$ cat src/hdl/midpoint_ellipse_tracer_macros.svh
// ----------------------------------------------------------------------------
// midpoint_ellipse_tracer_macros.svh
// Assertion helpers used by the tracer RTL.
// ----------------------------------------------------------------------------
`ifndef MIDPOINT_ELLIPSE_TRACER_MACROS_SVH
`define MIDPOINT_ELLIPSE_TRACER_MACROS_SVH

// Same-cycle implication, sampled on clk, quiet during reset
`define MET_ASSERT_SAME(lbl, ante, cons, msg) \
  lbl: assert property (@(posedge clk) disable iff (!rst_n) (ante) |-> (cons)) \
    else $error(msg);

// Next-cycle implication, sampled on clk, quiet during reset
`define MET_ASSERT_NEXT(lbl, ante, cons, msg) \
  lbl: assert property (@(posedge clk) disable iff (!rst_n) (ante) |=> (cons)) \
    else $error(msg);

`endif

$ cat src/hdl/met_pkg.sv
// ----------------------------------------------------------------------------
// met_pkg
// Types, constants and microcode ROM of the midpoint ellipse tracer.
// ----------------------------------------------------------------------------
package met_pkg;

  localparam int RADIUS_BITS_DEF = 10;
  localparam int CENTER_W        = 10;
  localparam int COORD_W         = 12;
  localparam int CFG_ADDR_W      = 2;
  localparam int IN_DATA_W       = 8;
  localparam int OUT_DATA_W      = 4 * COORD_W;

  // register reset values
  localparam int RX_RESET = 100;
  localparam int RY_RESET = 50;
  localparam int CX_RESET = 350;
  localparam int CY_RESET = 350;

  // configuration register indexes
  typedef enum logic [CFG_ADDR_W-1:0] {
    CFG_RADIUS_X = 2'd0,
    CFG_RADIUS_Y = 2'd1,
    CFG_CENTER_X = 2'd2,
    CFG_CENTER_Y = 2'd3
  } cfg_reg_t;

  // trace phase, one-hot
  typedef enum logic [2:0] {
    PH_DONE = 3'b001,
    PH_R1   = 3'b010,
    PH_R2   = 3'b100
  } phase_t;

  // multiplier operand pairs
  typedef enum logic [3:0] {
    MUL_NONE,
    MUL_RX_RX,
    MUL_RY_RY,
    MUL_RX2_RY,
    MUL_RY2_X,
    MUL_RX2_Y,
    MUL_TY_TY,
    MUL_TX_TX,
    MUL_RX2_T,
    MUL_RY2_T,
    MUL_RX2_RY2,
    MUL_RY2_XP1
  } mul_sel_t;

  // datapath register transfers
  typedef enum logic [3:0] {
    ALU_NOP,
    ALU_LD_RX2,
    ALU_LD_RY2,
    ALU_INIT,
    ALU_LD_T,
    ALU_T_R1,
    ALU_R1_STEP,
    ALU_D_LD4P,
    ALU_D_ADDP,
    ALU_D_SUB4P,
    ALU_D_DIV4,
    ALU_Y_DEC,
    ALU_T_R2,
    ALU_R2_STEP
  } alu_op_t;

  // result word kinds
  typedef enum logic [1:0] {
    EM_NONE,
    EM_MID,
    EM_CHK,
    EM_ZERO
  } emit_t;

  // sequencer jump conditions
  typedef enum logic [2:0] {
    JC_NEXT,
    JC_GOTO,
    JC_WAIT,
    JC_DISPATCH,
    JC_R1_STOP,
    JC_R2_STOP
  } jcond_t;

  typedef logic [4:0] uaddr_t;

  // microprogram addresses
  localparam uaddr_t UA_IDLE  = 5'd0;
  localparam uaddr_t UA_SQ_X  = 5'd1;
  localparam uaddr_t UA_SQ_Y  = 5'd2;
  localparam uaddr_t UA_DISP  = 5'd3;
  localparam uaddr_t UA_RST   = 5'd4;
  localparam uaddr_t UA_R1_A  = 5'd5;
  localparam uaddr_t UA_R1_B  = 5'd6;
  localparam uaddr_t UA_R1_C  = 5'd7;
  localparam uaddr_t UA_R1_D  = 5'd8;
  localparam uaddr_t UA_SW_A  = 5'd9;
  localparam uaddr_t UA_SW_B  = 5'd10;
  localparam uaddr_t UA_SW_C  = 5'd11;
  localparam uaddr_t UA_SW_D  = 5'd12;
  localparam uaddr_t UA_SW_E  = 5'd13;
  localparam uaddr_t UA_SW_F  = 5'd14;
  localparam uaddr_t UA_SW_G  = 5'd15;
  localparam uaddr_t UA_R2_A  = 5'd16;
  localparam uaddr_t UA_R2_B  = 5'd17;
  localparam uaddr_t UA_R2_C  = 5'd18;
  localparam uaddr_t UA_R2_D  = 5'd19;
  localparam uaddr_t UA_ZERO  = 5'd20;

  typedef struct packed {
    mul_sel_t mul;
    alu_op_t  alu;
    emit_t    emit;
    jcond_t   jc;
    uaddr_t   target;
  } ucw_t;

  // Microcode ROM
  function automatic ucw_t ucode(input uaddr_t a);
    ucw_t w;
    w = '{mul: MUL_NONE, alu: ALU_NOP, emit: EM_NONE, jc: JC_NEXT, target: UA_IDLE};
    case (a)
      UA_IDLE: w.jc = JC_WAIT;
      UA_SQ_X: w.mul = MUL_RX_RX;
      UA_SQ_Y: begin
        w.mul = MUL_RY_RY;
        w.alu = ALU_LD_RX2;
      end
      UA_DISP: begin
        w.mul = MUL_RX2_RY;
        w.alu = ALU_LD_RY2;
        w.jc  = JC_DISPATCH;
      end
      // restart: start point
      UA_RST: begin
        w.alu  = ALU_INIT;
        w.emit = EM_MID;
        w.jc   = JC_GOTO;
      end
      // region 1: boundary test products
      UA_R1_A: w.mul = MUL_RY2_X;
      UA_R1_B: begin
        w.mul = MUL_RX2_Y;
        w.alu = ALU_LD_T;
      end
      UA_R1_C: begin
        w.alu    = ALU_T_R1;
        w.jc     = JC_R1_STOP;
        w.target = UA_SW_A;
      end
      UA_R1_D: begin
        w.alu  = ALU_R1_STEP;
        w.emit = EM_MID;
        w.jc   = JC_GOTO;
      end
      // switch to region 2: exact start decision
      UA_SW_A: w.mul = MUL_TY_TY;
      UA_SW_B: begin
        w.mul = MUL_TX_TX;
        w.alu = ALU_LD_T;
      end
      UA_SW_C: begin
        w.mul = MUL_RX2_T;
        w.alu = ALU_LD_T;
      end
      UA_SW_D: begin
        w.mul = MUL_RY2_T;
        w.alu = ALU_D_LD4P;
      end
      UA_SW_E: begin
        w.mul = MUL_RX2_RY2;
        w.alu = ALU_D_ADDP;
      end
      UA_SW_F: w.alu = ALU_D_SUB4P;
      UA_SW_G: begin
        w.alu  = ALU_D_DIV4;
        w.emit = EM_CHK;
        w.jc   = JC_GOTO;
      end
      // region 2
      UA_R2_A: begin
        w.jc     = JC_R2_STOP;
        w.target = UA_ZERO;
      end
      UA_R2_B: begin
        w.mul = MUL_RX2_Y;
        w.alu = ALU_Y_DEC;
      end
      UA_R2_C: begin
        w.mul = MUL_RY2_XP1;
        w.alu = ALU_T_R2;
      end
      UA_R2_D: begin
        w.alu  = ALU_R2_STEP;
        w.emit = EM_CHK;
        w.jc   = JC_GOTO;
      end
      UA_ZERO: begin
        w.emit = EM_ZERO;
        w.jc   = JC_GOTO;
      end
      default: w.jc = JC_GOTO;
    endcase
    return w;
  endfunction

endpackage

$ cat src/hdl/midpoint_ellipse_tracer.sv
// ----------------------------------------------------------------------------
// midpoint_ellipse_tracer
// Microcoded midpoint ellipse tracer: one point set per input word.
// ----------------------------------------------------------------------------
//
//  channel  dir  handshake            word
//  in_      in   in_tvalid/in_tready   tdata[0] restart
//  out_     out  out_tvalid/out_tready tdata 4 coords, tuser valid, tlast last
//  cfg_     in   cfg_we                cfg_addr register, cfg_data value
//
//  From accept to result register the microprogram runs the restart step, the
//  zero step for an advance after the end, the loop test and zero step for a
//  region-2 advance whose loop is already over, a region step, or the switch
//  into region 2, and then goes back to the idle step before the next accept.
//  The shared multiplier sets these steps; one item is in work at a time.
//  A result waiting in the output register stalls only the step that emits.
//  Reset: synchronous, active low; trace finished, registers at defaults.
//
`include "midpoint_ellipse_tracer_macros.svh"

module midpoint_ellipse_tracer
  import met_pkg::*;
#(
  parameter int RADIUS_BITS = RADIUS_BITS_DEF
) (
  input  logic                          clk,
  input  logic                          rst_n,
  // fields from bit 0: restart, zero fill
  input  logic [IN_DATA_W-1:0]          in_tdata,
  input  logic                          in_tvalid,
  output logic                          in_tready,
  // fields from bit 0: right_x, left_x, upper_y, lower_y
  output logic [OUT_DATA_W-1:0]         out_tdata,
  // fields from bit 0: point_valid
  output logic                          out_tuser,
  output logic                          out_tlast,
  output logic                          out_tvalid,
  input  logic                          out_tready,
  input  logic                          cfg_we,
  input  logic [CFG_ADDR_W-1:0]         cfg_addr,
  input  logic [((RADIUS_BITS > CENTER_W) ? RADIUS_BITS : CENTER_W)-1:0] cfg_data
);

  localparam int XW  = RADIUS_BITS + 1;       // x offset, unsigned
  localparam int YW  = RADIUS_BITS + 1;       // y offset, signed, may reach -1
  localparam int SQW = 2 * RADIUS_BITS;       // squared radius
  localparam int MW  = 2 * RADIUS_BITS + 4;   // multiplier operand
  localparam int DW  = 2 * MW;                // product and decision

  // configuration registers
  logic [RADIUS_BITS-1:0] rx_r, ry_r;
  logic [CENTER_W-1:0]    cx_r, cy_r;

  // sequencer
  uaddr_t upc_r, upc_nxt;
  ucw_t   uw;
  phase_t phase_r, phase_nxt;
  logic   restart_r;
  logic   in_fire, hold, step_run, out_load;

  // datapath
  logic        [XW-1:0]  x_r, x_nxt;
  logic signed [YW-1:0]  y_r, y_nxt;
  logic signed [DW-1:0]  d_r, d_nxt, t_r, t_nxt, p_r, dq;
  logic        [SQW-1:0] rx2_r, rx2_nxt, ry2_r, ry2_nxt;
  logic signed [DW-1:0]  rx2_s, ry2_s;
  logic        [MW-1:0]  mul_a, mul_b;
  logic        [DW-1:0]  prod;
  logic signed [YW:0]    ym1;
  logic        [YW-1:0]  ty_mag;
  logic                  r1_stop, r2_stop, last_chk;

  // result register
  logic                  out_tvalid_r, out_valid_r, out_last_r;
  logic [COORD_W-1:0]    right_x_r, left_x_r, upper_y_r, lower_y_r;
  logic [COORD_W-1:0]    cx12, cy12, x12, y12;
  logic                  end_load, idle_word;

  // Configuration writes
  always_ff @(posedge clk) begin
    if (!rst_n) begin
      rx_r <= RADIUS_BITS'(RX_RESET);
      ry_r <= RADIUS_BITS'(RY_RESET);
      cx_r <= CENTER_W'(CX_RESET);
      cy_r <= CENTER_W'(CY_RESET);
    end else if (cfg_we) begin
      case (cfg_reg_t'(cfg_addr))
        CFG_RADIUS_X: rx_r <= cfg_data[RADIUS_BITS-1:0];
        CFG_RADIUS_Y: ry_r <= cfg_data[RADIUS_BITS-1:0];
        CFG_CENTER_X: cx_r <= cfg_data[CENTER_W-1:0];
        CFG_CENTER_Y: cy_r <= cfg_data[CENTER_W-1:0];
        default: ;
      endcase
    end
  end

  // Control word and handshake
  assign uw        = ucode(upc_r);
  assign in_tready = (upc_r == UA_IDLE);
  assign in_fire   = in_tvalid && in_tready;
  assign hold      = (uw.emit != EM_NONE) && out_tvalid_r && !out_tready;
  assign step_run  = !hold;
  assign out_load  = step_run && (uw.emit != EM_NONE);

  // Signed views of the squared radii
  assign rx2_s = signed'(DW'(rx2_r));
  assign ry2_s = signed'(DW'(ry2_r));

  // |y - 1| for the switch decision
  assign ym1    = {y_r[YW-1], y_r} - {{YW{1'b0}}, 1'b1};
  assign ty_mag = YW'(ym1[YW] ? (~ym1 + 1'b1) : ym1);

  // Loop tests
  assign r1_stop = y_r[YW-1] || (t_r > p_r);
  assign r2_stop = !((y_r > 0) && (x_r <= XW'(rx_r)));

  // Shared multiplier operand select
  always_comb begin
    mul_a = '0;
    mul_b = '0;
    case (uw.mul)
      MUL_RX_RX:   begin mul_a = MW'(rx_r);  mul_b = MW'(rx_r); end
      MUL_RY_RY:   begin mul_a = MW'(ry_r);  mul_b = MW'(ry_r); end
      MUL_RX2_RY:  begin mul_a = MW'(rx2_r); mul_b = MW'(ry_r); end
      MUL_RY2_X:   begin mul_a = MW'(ry2_r); mul_b = MW'(x_r); end
      MUL_RX2_Y:   begin mul_a = MW'(rx2_r); mul_b = MW'(y_r[RADIUS_BITS-1:0]); end
      MUL_TY_TY:   begin mul_a = MW'(ty_mag); mul_b = MW'(ty_mag); end
      MUL_TX_TX:   begin mul_a = MW'({x_r, 1'b1}); mul_b = MW'({x_r, 1'b1}); end
      MUL_RX2_T:   begin mul_a = MW'(rx2_r); mul_b = t_r[MW-1:0]; end
      MUL_RY2_T:   begin mul_a = MW'(ry2_r); mul_b = t_r[MW-1:0]; end
      MUL_RX2_RY2: begin mul_a = MW'(rx2_r); mul_b = MW'(ry2_r); end
      MUL_RY2_XP1: begin mul_a = MW'(ry2_r); mul_b = MW'(x_r) + MW'(1); end
      default: ;
    endcase
  end

  assign prod = mul_a * mul_b;

  // Datapath register transfers
  always_comb begin
    x_nxt   = x_r;
    y_nxt   = y_r;
    d_nxt   = d_r;
    t_nxt   = t_r;
    rx2_nxt = rx2_r;
    ry2_nxt = ry2_r;
    dq      = d_r + signed'(DW'(3));
    case (uw.alu)
      ALU_LD_RX2: rx2_nxt = p_r[SQW-1:0];
      ALU_LD_RY2: ry2_nxt = p_r[SQW-1:0];
      ALU_INIT: begin
        x_nxt = '0;
        y_nxt = signed'({1'b0, ry_r});
        d_nxt = ry2_s - p_r + (rx2_s >>> 2);
      end
      ALU_LD_T: t_nxt = p_r;
      // 2*ry2*x + 3*ry2, plus 2*rx2 when y steps down
      ALU_T_R1: t_nxt = (t_r <<< 1) + ry2_s + (ry2_s <<< 1)
                        + (d_r[DW-1] ? '0 : (rx2_s <<< 1));
      ALU_R1_STEP: begin
        x_nxt = x_r + XW'(1);
        if (d_r[DW-1]) begin
          d_nxt = d_r + t_r;
        end else begin
          y_nxt = y_r - YW'(1);
          d_nxt = d_r + t_r - (p_r <<< 1);
        end
      end
      ALU_D_LD4P:  d_nxt = p_r <<< 2;
      ALU_D_ADDP:  d_nxt = d_r + p_r;
      ALU_D_SUB4P: d_nxt = d_r - (p_r <<< 2);
      // divide by four, truncating toward zero
      ALU_D_DIV4:  d_nxt = d_r[DW-1] ? (dq >>> 2) : (d_r >>> 2);
      ALU_Y_DEC:   y_nxt = y_r - YW'(1);
      // rx2 * (1 - 2*y) after the decrement
      ALU_T_R2:    t_nxt = rx2_s + (rx2_s <<< 1) - (p_r <<< 1);
      ALU_R2_STEP: begin
        if (d_r[DW-1]) begin
          x_nxt = x_r + XW'(1);
          d_nxt = d_r + t_r + (p_r <<< 1);
        end else begin
          d_nxt = d_r + t_r;
        end
      end
      default: ;
    endcase
  end

  assign last_chk = !((y_nxt > 0) && (x_nxt <= XW'(rx_r)));

  // Phase update
  always_comb begin
    phase_nxt = phase_r;
    if (uw.alu == ALU_INIT) begin
      phase_nxt = PH_R1;
    end
    case (uw.emit)
      EM_CHK:  phase_nxt = last_chk ? PH_DONE : PH_R2;
      EM_ZERO: phase_nxt = PH_DONE;
      default: ;
    endcase
  end

  // Step counter and jumps
  always_comb begin
    upc_nxt = upc_r + uaddr_t'(1);
    case (uw.jc)
      JC_NEXT: upc_nxt = upc_r + uaddr_t'(1);
      JC_GOTO: upc_nxt = uw.target;
      JC_WAIT: upc_nxt = in_fire ? (upc_r + uaddr_t'(1)) : upc_r;
      JC_DISPATCH: begin
        if (restart_r) begin
          upc_nxt = UA_RST;
        end else begin
          case (phase_r)
            PH_R1:   upc_nxt = UA_R1_A;
            PH_R2:   upc_nxt = UA_R2_A;
            default: upc_nxt = UA_ZERO;
          endcase
        end
      end
      JC_R1_STOP: upc_nxt = r1_stop ? uw.target : (upc_r + uaddr_t'(1));
      JC_R2_STOP: upc_nxt = r2_stop ? uw.target : (upc_r + uaddr_t'(1));
      default: upc_nxt = UA_IDLE;
    endcase
  end

  // Control registers
  always_ff @(posedge clk) begin
    if (!rst_n) begin
      upc_r   <= UA_IDLE;
      phase_r <= PH_DONE;
    end else if (step_run) begin
      upc_r   <= upc_nxt;
      phase_r <= phase_nxt;
    end
  end

  // Datapath registers
  always_ff @(posedge clk) begin
    if (in_fire) begin
      restart_r <= in_tdata[0];
    end
    if (step_run) begin
      x_r   <= x_nxt;
      y_r   <= y_nxt;
      d_r   <= d_nxt;
      t_r   <= t_nxt;
      rx2_r <= rx2_nxt;
      ry2_r <= ry2_nxt;
      if (uw.mul != MUL_NONE) begin
        p_r <= signed'(prod);
      end
    end
  end

  // Point set from the updated offsets, wrapped to 12 bits
  assign cx12 = COORD_W'(cx_r);
  assign cy12 = COORD_W'(cy_r);
  assign x12  = COORD_W'(x_nxt);
  assign y12  = COORD_W'(y_nxt);

  // Result register
  always_ff @(posedge clk) begin
    if (!rst_n) begin
      out_tvalid_r <= 1'b0;
    end else if (out_load) begin
      out_tvalid_r <= 1'b1;
    end else if (out_tready) begin
      out_tvalid_r <= 1'b0;
    end
  end

  always_ff @(posedge clk) begin
    if (out_load) begin
      if (uw.emit == EM_ZERO) begin
        out_valid_r <= 1'b0;
        out_last_r  <= 1'b0;
        right_x_r   <= '0;
        left_x_r    <= '0;
        upper_y_r   <= '0;
        lower_y_r   <= '0;
      end else begin
        out_valid_r <= 1'b1;
        out_last_r  <= (uw.emit == EM_CHK) && last_chk;
        right_x_r   <= cx12 + x12;
        left_x_r    <= cx12 - x12;
        upper_y_r   <= cy12 + y12;
        lower_y_r   <= cy12 - y12;
      end
    end
  end

  assign out_tvalid = out_tvalid_r;
  assign out_tuser  = out_valid_r;
  assign out_tlast  = out_last_r;
  assign out_tdata  = {lower_y_r, upper_y_r, left_x_r, right_x_r};

  // Checks
  assign end_load  = out_load && (uw.emit == EM_CHK) && last_chk;
  assign idle_word = out_tvalid && !out_tuser;

  `MET_ASSERT_NEXT(a_accept_starts, in_fire, upc_r == UA_SQ_X, "sequencer did not start")
  `MET_ASSERT_NEXT(a_hold_keeps_step, hold, $stable(upc_r), "step moved while result blocked")
  `MET_ASSERT_NEXT(a_last_ends_trace, end_load, phase_r == PH_DONE, "trace not finished")
  `MET_ASSERT_SAME(a_idle_word_zero, idle_word, !(|out_tdata) && !out_tlast, "idle word not zero")

endmodule

$ cat config.mk
export PLATFORM = sky130hd
export DESIGN_NAME = midpoint_ellipse_tracer
export DESIGN_NICKNAME = d
export VERILOG_FILES = /design/src/hdl/met_pkg.sv /design/src/hdl/midpoint_ellipse_tracer.sv
export VERILOG_INCLUDE_DIRS = /design/src /design/src/hdl
export SDC_FILE = /design/constraint.sdc
export NUM_CORES = 2
export LEC_CHECK = 0
export BUFFER_PORTS_ARGS = -buffer_cell sky130_fd_sc_hd__buf_2
export CORE_AREA = 3 3 405 407
export DETAILED_ROUTE_END_ITERATION = 7
export DIE_AREA = 0 0 408 410
export HOLD_SLACK_MARGIN = 0.12
export PLACE_DENSITY = 0.53
export SLEW_MARGIN = 30
export SYNTH_ARGS = -nofsm -noshare
export SYNTH_HDL_FRONTEND = slang
export SYNTH_SLANG_ARGS = --single-unit
$ cat constraint.sdc
create_clock -name clk -period 9.08 [get_ports clk]
set_clock_uncertainty 0.1 [all_clocks]
set_input_delay 1.362 -clock clk [delete_from_list [all_inputs] [get_ports clk]]
set_output_delay 1.362 -clock clk [all_outputs]
set_load 0.03 [all_outputs]
# Yosys cells after proc, flatten, opt, wreduce, memory -nomap -nowiden
# Cells that the tools add are included.
# Widths: inputs -> output; s select.
# word_totals
mem_bits_rw	0
romBits	0
output_inout_bits	52
n_memories	0
latchBits	0
in_bits	25
ff_bits	306
wordCells	179
# classes
n_reduce_logical	40
bitwise	2
div_mod_pow	0
n_shift	0
order_cmp	5
mux	30
add_sub_neg	23
mul	1
eq_ne	57
# ops
op	n
$pmux 48 s7	1
$pmux 24 s9	1
$add 48x48->48	3
$mux 48	3
$pmux 48 s3	1
$pmux 20 s6	1
$add 48x21->48	2
$sub 48x48->48	2
$pmux 11 s3	2
$pmux 4 s13	1
$add 48x19->48	1
$add 48x20->48	1
$add 48x3->48 const B	1
$gt 48x48->1	1
$mul 24x24->48	1
$sub 21x48->48	1
$sub 23x48->48	1
$pmux 4 s11	1
$eq 4x4->1 const B	10
$eq 5x4->1 const B	8
$mux 11	3
$eq 4x3->1 const B	8
$pmux 5 s6	1
$eq 5x5->1 const B	5
other kinds (48)	98

# Depth between registers and ports, before layout
# logic_depth
ltp_word	9
depth_mapped	44
mapped_depth_nobuf	40

# Worst setup path before layout
# Ideal clock, no wire load.
# synth_timing
path_kind	register to register
startpoint	reg y_r[0]
endpoint	reg p_r[44], data pin
path_slack_ps	-942
path_buffers	1
path_stages_with_launch	40
setup_time_ps	258
period_less_slack_ps	10022
required_time_ps	8722
arrival_ps	9664
cell_sequence	edfxtp_1 buf_2 inv_1 ha_1 or3b_1 nand2b_1 nor4_2 xnor2_1 nand3_1 o21ai_1 xnor2_1 a21o_1 a222oi_1 nand4_1 inv_1 nor2_1 fa_1 inv_1 (+4 left out) fa_1 fa_1 inv_1 fa_1 inv_1 ha_1 a21o_1 a21o_1 a21oi_1 o21ai_0 nand2_1 a311oi_1 a2111oi_2 o31ai_1 or4_1 a31o_2 a21oi_1 xnor2_1
# synth_between
elab_chain_len	6
elab_cells_between_ends	7
cone_classes	add/sub (2); mul (1); mux (3); bitwise (1)
# synth_lines
item	line	rtl
start: declaration	midpoint_ellipse_tracer.sv:63	logic signed [YW-1:0] y_r, y_nxt;
start signal: assignment	midpoint_ellipse_tracer.sv:246	y_r <= y_nxt;
$sub 11x2->12	midpoint_ellipse_tracer.sv:110	assign ym1 = {y_r[YW-1], y_r} - {{YW{1'b0}}, 1'b1};
$not 11->11	midpoint_ellipse_tracer.sv:111	assign ty_mag = YW'(ym1[YW] ? (~ym1 + 1'b1) : ym1);
$add 11x1->11	midpoint_ellipse_tracer.sv:111	
$mux 11	midpoint_ellipse_tracer.sv:111	
$pmux 24 s9 / $pmux 20 s6 (equally long branches)	midpoint_ellipse_tracer.sv:121	case (uw.mul)
$mul 24x24->48 (*)	midpoint_ellipse_tracer.sv:137	assign prod = mul_a * mul_b;
named net prod[44]	midpoint_ellipse_tracer.sv:68	logic [DW-1:0] prod;
end signal: assignment	midpoint_ellipse_tracer.sv:252	p_r <= signed'(prod);
end: declaration	midpoint_ellipse_tracer.sv:64	logic signed [DW-1:0] d_r, d_nxt, t_r, t_nxt, p_r, dq;
# Mark *: on every way through the listed nets, which the timed path passes. The rest lies on a longest branch.
# A chain may end at the register's enable or synchronous reset.

# Final worst setup path
# layout_timing
startpoint	reg y_r[1]
endpoint	reg p_r[44], data pin
# The elaborated chain is that of the path after synthesis.

==> results.json <==
{
  "drv_cap": 0,
  "io-pin-count": 77,
  "grt_max_degree": 53,
  "final_antenna_net_count": 0,
  "period_needed_ns": 9.871,
  "total_power_mw": 24.31,
  "placed_cell_area_mm2": 0.06100,
  "synth.avg_cell_area_um2": 8.286,
  "clkSinkCount": 303,
  "post_synth_inst_count": 6567,
  "core_mm2": 0.1606,
  "power_density_mw_per_mm2": 382.3,
  "wirelength_um": 220300,
  "setup_viol": 23,
  "max_slew_margin": 0.3023,
  "drt-pass1-iter-count": 8,
  "synth.area.top_cells": "fa_1, edfxtp_1, ha_1, xnor2_1, inv_1",
  "nets": 8043,
  "ys_warn_count": 0,
  "htree_num_levels": 2,
  "violations": "DRC, setup timing",
  "std_cell_rows": 147,
  "dp_hpwl_um": 177800,
  "synth_seq_cells": 303,
  "hp-class": "flip-flop to flip-flop",
  "syn_to_final_growth_pct": 16.86,
  "syn-num-nets": 7657,
  "die_h_um": 410,
  "viasPerCell": 5.686,
  "worstSkewPairLatency_ns": 0.65,
  "layout_common_cells": "inv_1, nand2_1, ha_1",
  "grt_pass1_wl_um": 329500,
  "numCtsBuffers": 44,
  "start_util": 0.3389,
  "slowest_stage": "fa_1",
  "leakage_nw": 28.56,
  "dp_cells": 9036,
  "io_buffers": 69,
  "worstPathArrival_ns": 10.14,
  "ys_types": 126,
  "track_usage": 0.2561,
  "clk_pin_slew_ns": 0.06,
  "clockBufferDepth": 3,
  "required_ns": 9.35,
  "rsz0062_at_grt": "true",
  "cts-hold-fix-buffers": 0,
  "dr_total_vias": 52020,
  "worstSetupStartpointType": "flip-flop",
  "synth_edf_count": 254,
  "die_w_um": 408,
  "finalCritPeriodShare": 1.087,
  "drive_above_1_share": 0.1388,
  "syn_area_mm2": 0.05441,
  "cpPeakStageDelay_ns": 0.54,
  "tightest_slew_ns": 1.036,
  "root_buffer": "clkbuf_16",
  "synthArstFlopShare": 0,
  "stdcell_count": 9150,
  "ys_seq_area_frac": 0.1582,
  "grt_pass1_vias": 51630,
  "remaining_drc_errors": 6,
  "yosys.area.top_type_share": 0.1700,
  "cpMostUsedCell": "fa_1",
  "gp_congestion": 0.9996,
  "worstPathMaxFanout": 11,
  "status": "complete, but fails checks",
  "finalHoldViolCount": 0,
  "wl_per_cell_um": 24.07,
  "synth-main-ff-cell": "edfxtp_1",
  "final_core_util": 0.3960,
  "multi_input_area_mm2": 0.04278,
  "crit_type": "flip-flop to flip-flop",
  "drtIter0Drc": 5703,
  "setup_slack_ns": -0.7914,
  "drv_slew": 0,
  "grt-ovfl-total": 0,
  "endpoint_kind": "flip-flop",
  "layout_commonest_cell": "inv_1",
  "max_freq_mhz": 101.3,
  "final_cell_area_mm2": 0.06358,
  "vdd_ir_drop_max_mv": 0.2032,
  "regArea_mm2": 0.008608,
  "synth_area_leader_cell": "fa_1",
  "fillCellCount": 16410,
  "cts_tree": "done",
  "die-area_mm2": 0.1673,
  "antenna_found_initial": 2
}
-- critical path: cells and delay by family (launching register included) --
kind	cells	cell delay, ns
fa+ha+maj	9	3.75
xor+xnor	2	0.44
compound gates	11	2.14
simple gates	7	1.59
flops	1	0.40
buf+inv	10	1.17
-- logic make-up (layout without fill, tap and decap cells) --
logic type,Yosys count,count (layout),share of synthesized area
buffers and inverters,1061,1481,0.07735
AND/OR/NAND/NOR,2000,2000,0.1717
multiplexers,16,16,0.002966
flip-flops,303,303,0.1582
adder cells (fa/ha/maj),1065,1065,0.3086
other,0,3,0
AO/OA/AOI/OAI,1660,1660,0.2068
XOR/XNOR,462,462,0.07437
-- cell type report --
class	instances	share of cell area
repair buffers	617	0.08015
inverters	784	0.04648
flip-flops and latches	303	0.1354
clock buffers	55	0.01828
clock inverters	25	0.004290
diodes	3	0.0001181
well taps	2160	0.04250
multi-input cells	5203	0.6728
-- flip-flops by register name, summed over array words and instances, names as in the netlist, 3 cells and up --
register	cells
d_r	48
t_r	48
p_r	47
rx2_r	20
ry2_r	20
lower_y_r	12
right_x_r	12
left_x_r	11
upper_y_r	11
x_r	11
y_r	11
cx_r	10
cy_r	10
rx_r	10
ry_r	10
upc_r	5
phase_r	3
-- power by group --
part           internal [mW]  leakage, nW  switching, mW
sequential              2.22         2.80          0.758
combinational           7.81         25.1           11.7
clock                   1.00        0.682          0.781
-- final timing paths --
check / cells past startpoint / startpoint / slack, ns / endpoint
setup reg to reg: 39 / y_r[1] / -0.79 / p_r[44]
setup / recovery: 39 / y_r[1] / -0.79 / p_r[44]
hold / removal: 2 / phase_r[1] / 0.36 / phase_r[1]
hold reg to reg: 2 / phase_r[1] / 0.36 / phase_r[1]
-- layer usage --
metal,up-vias,part of all wire,GRT usage
met5,-,0,0
li1,23650,-,-
met3,380,0.086,0.03600
met4,0,0.039,0.08595
met1,25680,0.46,0.3772
met2,2316,0.42,0.3818
-- what timing repair did --
item,4_1_cts,5_1_grt
endpoints found under the setup margin,25,27
cloned,1,0
gates resized for setup,137,62
setup buffers,27,13
pin swaps,92,62
-- cells in the mapped netlist, types with 35 or more instances --
library cell / n
inv_1: 780
buf_2: 65
xnor2_1: 348
a21o_1: 179
ha_1: 603
xor2_1: 114
a222oi_1: 45
o21ai_0: 269
nor2_1: 578
and2_1: 37
o211ai_1: 36
fa_1: 462
o21bai_1: 97
o21a_1: 56
nand3_1: 153
dfxtp_1: 49
and3_1: 52
clkbuf_1: 176
nor4_1: 35
nor3_1: 99
nand2b_1: 75
a21boi_0: 39
a221oi_1: 44
a21oi_1: 434
nor2b_1: 81
nand2_1: 653
edfxtp_1: 254
a22oi_1: 70
or3_1: 53
a211oi_1: 55
nand4_1: 78
a31oi_1: 41
-- metrics by stage --
stage	hold slack (ns)	setup TNS, ns	setup slack (ns)
2_1_floorplan	0.3344	-1.358	-0.3682
3_3_place_gp	0.3471	-16.19	-1.155
3_5_place_dp	0.3569	-17.73	-1.217
4_1_cts	0.3649	-7.696	-0.6685
5_1_grt	0.3755	-20.51	-1.161
6_report	0.3646	-11.66	-0.7914
Power figures use the tool's default switching activity.
